[src/rtl/core/tcfh_pkg.sv]
// Shared types, constants and helper functions of the two-choice fingerprint hash table.
`default_nettype none
package tcfh_pkg;

  localparam int MAX_BUCKETS = 1024;
  localparam int BKT_LOG     = $clog2(MAX_BUCKETS);
  localparam int SLOTS       = 8;
  localparam int SLOT_LOG    = $clog2(SLOTS);
  localparam int SLOT_CNT_W  = $clog2(SLOTS + 1);
  localparam int ROWS        = 2 * MAX_BUCKETS;
  localparam int ROW_AW      = $clog2(ROWS);
  localparam int WORD_W      = 32;
  localparam int ROW_W       = SLOTS * WORD_W;
  localparam int PAIR_DEPTH  = 8192;
  localparam int PAIR_AW     = $clog2(PAIR_DEPTH);
  localparam int KEY_W       = 128;
  localparam int VAL_W       = 64;
  localparam int HALF_KEY_W  = KEY_W / 2;
  localparam int CAND_N      = 2 * SLOTS;
  localparam int CAND_W      = $clog2(CAND_N);
  localparam int CAP_W       = 13;
  localparam int KB_W        = 5;
  localparam int VB_W        = 4;
  localparam int CFG_W       = 13;
  localparam int CFG_IDX_W   = 2;
  localparam int NB_LOG_W    = $clog2(BKT_LOG + 1);
  localparam int KEY_BYTES   = KEY_W / 8;
  localparam int VAL_BYTES   = VAL_W / 8;

  localparam logic [63:0] HASH_SEED = 64'h0000_0000_a963_47c5;
  localparam logic [63:0] MM_C1     = 64'h87c3_7b91_1142_53d5;
  localparam logic [63:0] MM_C2     = 64'h4cf5_ad43_2745_937f;
  localparam logic [63:0] MM_F1     = 64'hff51_afd7_ed55_8ccd;
  localparam logic [63:0] MM_F2     = 64'hc4ce_b9fe_1a85_ec53;
  localparam logic [63:0] MM_ADD1   = 64'h0000_0000_52dc_e729;
  localparam logic [63:0] MM_ADD2   = 64'h0000_0000_3849_5ab5;

  typedef enum logic [1:0] {
    REQ_GET   = 2'd0,
    REQ_PUT   = 2'd1,
    REQ_CLEAR = 2'd2
  } req_code_t;

  typedef enum logic [2:0] {
    ST_HIT      = 3'd0,
    ST_MISS     = 3'd1,
    ST_INSERTED = 3'd2,
    ST_STORE_FULL = 3'd3,
    ST_BKT_FULL = 3'd4,
    ST_CLEARED  = 3'd5
  } st_code_t;

  typedef enum logic [CFG_IDX_W-1:0] {
    CFG_CAPACITY    = 2'd0,
    CFG_KEY_BYTES   = 2'd1,
    CFG_VALUE_BYTES = 2'd2
  } cfg_reg_t;

  typedef struct packed {
    logic [1:0]  req_type;
    logic [63:0] key_low;
    logic [63:0] key_high;
    logic [63:0] value_in;
  } tcfh_in_t;

  typedef struct packed {
    logic [2:0]         status;
    logic [PAIR_AW-1:0] pair_index;
    logic [63:0]        value_out;
  } tcfh_out_t;

  typedef struct packed {
    logic     latch_req;
    logic     hash_start;
    logic     rd_en;
    logic     rd_sel;
    logic     cap0;
    logic     cap1;
    logic     cand_init;
    logic     key_rd;
    logic     cand_drop;
    logic     put_write;
    logic     clr_step;
    logic     res_load;
    st_code_t res_code;
  } dp_cmd_t;

  typedef struct packed {
    logic [1:0] req_type;
    logic       store_full;
    logic       hash_done;
    logic       cand_any;
    logic       key_match;
    logic       bkt_full;
    logic       clr_last;
    logic       out_free;
  } dp_stat_t;

  function automatic logic [63:0] rotl64(input logic [63:0] x, input int r);
    return (x << r) | (x >> (64 - r));
  endfunction

  // low n bytes set
  function automatic logic [63:0] byte_mask(input logic [KB_W-1:0] n);
    logic [63:0] m;
    m = '0;
    for (int b = 0; b < 8; b++) begin
      if (n > KB_W'(b)) m[8*b +: 8] = 8'hff;
    end
    return m;
  endfunction

  // log2 of buckets per half: smallest power of two >= 4 with SLOTS*nb > cap
  function automatic logic [NB_LOG_W-1:0] nb_log(input logic [CAP_W-1:0] cap);
    logic [NB_LOG_W-1:0] r;
    r = NB_LOG_W'(BKT_LOG);
    for (int l = BKT_LOG; l >= 2; l--) begin
      if ((32'(SLOTS) << l) > 32'(cap)) r = NB_LOG_W'(l);
    end
    return r;
  endfunction

endpackage
`default_nettype wire

[src/rtl/core/tcfh_ctrl.sv]
// Controller state machine: sequences hash, bucket reads, key probes, insert and clearing.
`default_nettype none
module tcfh_ctrl (
  input  wire logic               clk,
  input  wire logic               rst,
  input  wire logic               in_valid,
  output logic                    in_stall,
  input  wire tcfh_pkg::dp_stat_t stat,
  output tcfh_pkg::dp_cmd_t       cmd
);
  import tcfh_pkg::*;

  typedef enum logic [3:0] {
    BOOT_CLR, IDLE, DECIDE, HASH, RD0, RD1, RD2, EVAL, GSEL, GCMP, CLR, RESULT
  } state_t;

  state_t   state;
  st_code_t res_code;

  assign in_stall = (state != IDLE);

  always_comb begin
    cmd          = '0;
    cmd.res_code = res_code;
    case (state)
      BOOT_CLR, CLR: cmd.clr_step = 1'b1;
      IDLE:   cmd.latch_req = in_valid;
      DECIDE: cmd.hash_start = (stat.req_type == REQ_GET) ||
                               (stat.req_type == REQ_PUT && !stat.store_full);
      RD0: begin
        cmd.rd_en  = 1'b1;
        cmd.rd_sel = 1'b0;
      end
      RD1: begin
        cmd.cap0   = 1'b1;
        cmd.rd_en  = 1'b1;
        cmd.rd_sel = 1'b1;
      end
      RD2:    cmd.cap1 = 1'b1;
      EVAL: begin
        cmd.cand_init = (stat.req_type == REQ_GET);
        cmd.put_write = (stat.req_type == REQ_PUT) && !stat.bkt_full;
      end
      GSEL:   cmd.key_rd = stat.cand_any;
      GCMP:   cmd.cand_drop = !stat.key_match;
      RESULT: cmd.res_load = stat.out_free;
      default: ;
    endcase
  end

  always_ff @(posedge clk) begin
    if (rst) begin
      state    <= BOOT_CLR;
      res_code <= ST_MISS;
    end else begin
      case (state)
        BOOT_CLR: if (stat.clr_last) state <= IDLE;
        IDLE:     if (in_valid) state <= DECIDE;
        DECIDE: begin
          case (stat.req_type)
            REQ_CLEAR: state <= CLR;
            REQ_GET:   state <= HASH;
            REQ_PUT: begin
              if (stat.store_full) begin
                res_code <= ST_STORE_FULL;
                state    <= RESULT;
              end else begin
                state <= HASH;
              end
            end
            default: begin
              res_code <= ST_MISS;
              state    <= RESULT;
            end
          endcase
        end
        HASH: if (stat.hash_done) state <= RD0;
        RD0:  state <= RD1;
        RD1:  state <= RD2;
        RD2:  state <= EVAL;
        EVAL: begin
          if (stat.req_type == REQ_GET) begin
            state <= GSEL;
          end else begin
            res_code <= stat.bkt_full ? ST_BKT_FULL : ST_INSERTED;
            state    <= RESULT;
          end
        end
        GSEL: begin
          if (stat.cand_any) begin
            state <= GCMP;
          end else begin
            res_code <= ST_MISS;
            state    <= RESULT;
          end
        end
        GCMP: begin
          if (stat.key_match) begin
            res_code <= ST_HIT;
            state    <= RESULT;
          end else begin
            state <= GSEL;
          end
        end
        CLR: begin
          if (stat.clr_last) begin
            res_code <= ST_CLEARED;
            state    <= RESULT;
          end
        end
        RESULT: if (stat.out_free) state <= IDLE;
        default: state <= IDLE;
      endcase
    end
  end

endmodule
`default_nettype wire

[config.mk]
export PLATFORM = sky130hd
export DESIGN_NAME = tcfh_ctrl
export DESIGN_NICKNAME = d
export VERILOG_FILES = /design/src/rtl/core/tcfh_pkg.sv /design/src/rtl/core/tcfh_ctrl.sv
export SDC_FILE = /design/constraint.sdc
export NUM_CORES = 1
export LEC_CHECK = 0
export BUFFER_PORTS_ARGS = -buffer_cell sky130_fd_sc_hd__buf_2
export CAP_MARGIN = 20
export CORE_MARGIN = 2
export CORE_UTILIZATION = 43
export CTS_CLUSTER_SIZE = 12
export DETAILED_ROUTE_END_ITERATION = 6
export GPL_TIMING_DRIVEN = 0
export PLACE_DENSITY = 0.77
export SYNTH_ARGS = -nofsm -noshare
export SYNTH_HDL_FRONTEND = slang
export SYNTH_SLANG_ARGS = --single-unit
[constraint.sdc]
create_clock -name clk -period 1.51 [get_ports clk]
set_input_delay 0.151 -clock clk [delete_from_list [all_inputs] [get_ports clk]]
set_output_delay 0.151 -clock clk [all_outputs]
set_load 0.02 [all_outputs]
==> key figures <==
Synthesis
  – Cells after Synth: 97
  – Area leader, netlist: dfxtp_1
  – Synth area leaders: dfxtp_1, mux2i_1, nor2_1
  – Yosys warning count: 0
  – Synth top area share: a little under a fifth
  – Main synth FF type: dfxtp_1
  – Mapped Nets: roughly 110
  – Yosys reg bits: 7
  – Netlist cell types: between 40 and 50
  – Most common cell in the netlist: nor2_1
  – Number of synthesized flops with an enable pin: 0
  – Post-synth ARST share: 0%
  – Most common library cells after synthesis: nor2_1, dfxtp_1, nand2_1, nor3_1
  – Syn Area/Cell: slightly below 8 um^2
  – Mapped cell area: 757 um^2
  – Sequential fraction of the synthesis area: between 15 and 20%

Placed design
  – PortBufs: 26
  – DP Cell Count: 140
  – DP HPWL: about 1600 um
  – RD Place Congestion: between 0.8 and 0.9

Drt
  – Routed Antenna Nets: 0
  – DRT iter0 DRCs: 35
  – Vias per inst: approximately 6.2
  – Total number of vias: approximately 1,000
  – Drt first pass iters: 4
  – Wire per inst: around 20 um
  – Final WL: between 3000 and 4000 um
  – # DRC: 0

Pwr
  – Comb pwr share: 77.0%
  – Clock Power Share: under 10%
  – Lkg Pwr: 0.614 nW
  – Internal power: 0.00106 W
  – NetSw: 0.000921 W
  – Sequential fraction of design power: around 15%
  – Pwr dens: roughly 1400 nW/um^2
  – VDD IR max: 1.05 mV
  – Net Sw Frac: between 40% and 50%

Critical path
  – Kind of cell adding the most delay to the critical path: simple AND/OR/NAND/NOR gates
  – Nature of the critical path endpoint: primary output
  – Crit-path max cell delay: around 500 ps
  – Crit Path Class: reg2out
  – Worst Path Max Fanout: 3
  – CP Cell Sequence: buf_6 -> or4b_4 -> and2b_1 -> buf_6
  – Flop2flop setup slack: -150 ps
  – Arr. time, crit path: 1530 ps
  – Most used cell, CP: buf_6
  – Startpoint types: register
  – Highest-delay cell along the critical path: or4b_4
  – Critical Path RT: 1360 ps
  – Critical path buffers and inverters: 2

Flow run
  – Max Cap Viol: 0

Timing
  – Clk_skew: approximately 1.2 ps
  – F_max: between 0.5 and 0.6 GHz
  – Hold Fails Final Rpt: 0
  – Slew @ Worst Pin: between 400 and 500 ps
  – Rel. slew slack: slightly below 70%
  – Slew Viols, Final: 0
  – Fin worst setup slack: -176 ps
  – Tcrit/Tclk final: 112%
  – Hold slack final: between 300 and 400 ps
  – RSZ-0062 raised after global routing: true
  – Tmin final: around 1700 ps
  – Number of setup violations in the final report: 13

Die
  – Initial Util: 44.8%
  – DIE WIDTH: between 40 and 50 um
  – Vert. Die Dim: 46.0 um
  – Core Area: 1690 um^2
  – Die area: between 2000 and 2500 um^2
  – I/O pins: 28
  – Rows: 15

CTS
  – CTS H-Tree Depth: 1
  – CTS tree: built
  – Root Driver: clkbuf_4
  – Clock slew at reported path FFs: approximately 50 ps
  – CTS Sinks: 7
  – Worst-Skew Late Latency: roughly 250 ps
  – CTS max path bufs: 2
  – CTS buffer count: 3

Run status
  – Outcome: finished with violations
  – Violated checks: setup timing

Global routing
  – First-pass GRT wire length: 3980 um
  – Vias in the first global route: 900
  – Initial antenna violation count: 0
  – Total grt overflow: 0
  – Largest net degree at the start of global routing: 11
  – Total track usage: 26.0%

Final layout
  – Non-filler cells, final: between 150 and 200
  – Nets: between 150 and 200
  – Layout cell share with drive strength beyond 1: between 60% and 70%
  – Antenna fix cells: 0
  – Area Growth Syn to Fin: 82.8%
  – Filler Cells Inserted: between 80 and 90

Min path
  – Hold WC Path Type: in2reg
[state kept, by name, summed over array words and instances, names as in the netlist]
name	cells
state	4
res_code	3
[cells in the final DEF, fill, tap and decap left out, drive strengths merged, types with 4 or more instances in the layout]
master / count
nor3: 5
and3: 4
buf: 49
clkbuf: 5
mux2i: 4
nor2: 10
nand2: 6
nor3b: 4
nand2b: 4
dfxtp: 7
[worst min-delay path: stages]
cell and delay, ps:
buf_2 130, nor4b_4 70, nor2_1 80, o21a_1 120
[cell type report]
cell class	count	area, um^2	share of cell area, %
Buffer	8	88.8	6.42
Clock buffer	3	22.5	1.63
Clock inverter	1	5.00	0.362
Inverter	4	18.8	1.36
Multi-Input combinational cell	78	737	53.3
Sequential cell	7	150	10.8
Tap cell	17	21.3	1.54
Timing Repair Buffer	43	340	24.6
[power groups by stage]
stage          logic [W]  clock network, W  registers, W
2_1_floorplan   0.000708                 0      0.000261
3_3_place_gp    0.000887                 0      0.000273
3_5_place_dp    0.000905                 0      0.000272
4_1_cts          0.00116          0.000175      0.000277
5_1_grt          0.00160          0.000192      0.000290
6_report         0.00152          0.000167      0.000289
[layer usage]
| layer | track usage (%) | wire, um | up-vias |
|---|---|---|---|
| met2 | 43.3 | 1590 | 49 |
| li1 | - | - | 458 |
| met4 | 12.0 | 108 | 0 |
| met5 | 0 | 0 | - |
| met1 | 32.9 | 1310 | 481 |
| met3 | 3.17 | 179 | 12 |
[kinds of logic (layout without fill, tap and decap cells)]
kind of cell	count (synthesis)	after routing	share of synthesized area (%)
AOI/OAI and AO/OA	22	22	24.8
muxes	4	4	5.29
xor gates and xnor gates	1	1	1.16
and+or+nand+nor	51	51	42.3
DFF	7	7	18.5
buffers and inverters	12	59	7.93
[through the flow]
| step | total power [W] | cell area (um^2) | setup WS, ps | util, % | setup TNS (ps) |
|---|---|---|---|---|---|
| 2_1_floorplan | 0.000969 | 790 | -11.0 | - | -30.1 |
| 3_3_place_gp | 0.00116 | 941 | -199 | 55.7 | -843 |
| 3_5_place_dp | 0.00118 | 941 | -198 | 55.7 | -917 |
| 4_1_cts | 0.00161 | 1210 | -170 | 71.6 | -587 |
| 5_1_grt | 0.00208 | 1380 | -223 | 81.9 | -1910 |
| 6_report | 0.00198 | 1380 | -176 | 81.9 | -1020 |
[what timing repair did]
action	CTS	global route
endpoints found under the setup margin	20	20
setup buffers	12	5
gates resized for setup	37	30
hold endpoints to repair	0	0
pin swaps	4	10
hold buffers	0	0
[worst paths after layout]
kind | from | end | depth (start not counted)
setup / recovery | state[2]$_SDFFE_PP0P_ | cmd[13] | 4
hold / removal | stat[1] | state[0]$_SDFFE_PP0P_ | 4
setup reg to reg | state[2]$_SDFFE_PP0P_ | state[3]$_SDFFE_PP0P_ | 6
hold reg to reg | res_code[1]$_SDFFE_PP0P_ | res_code[1]$_SDFFE_PP0P_ | 2
Note: power is estimated with default switching activity, not from simulation.
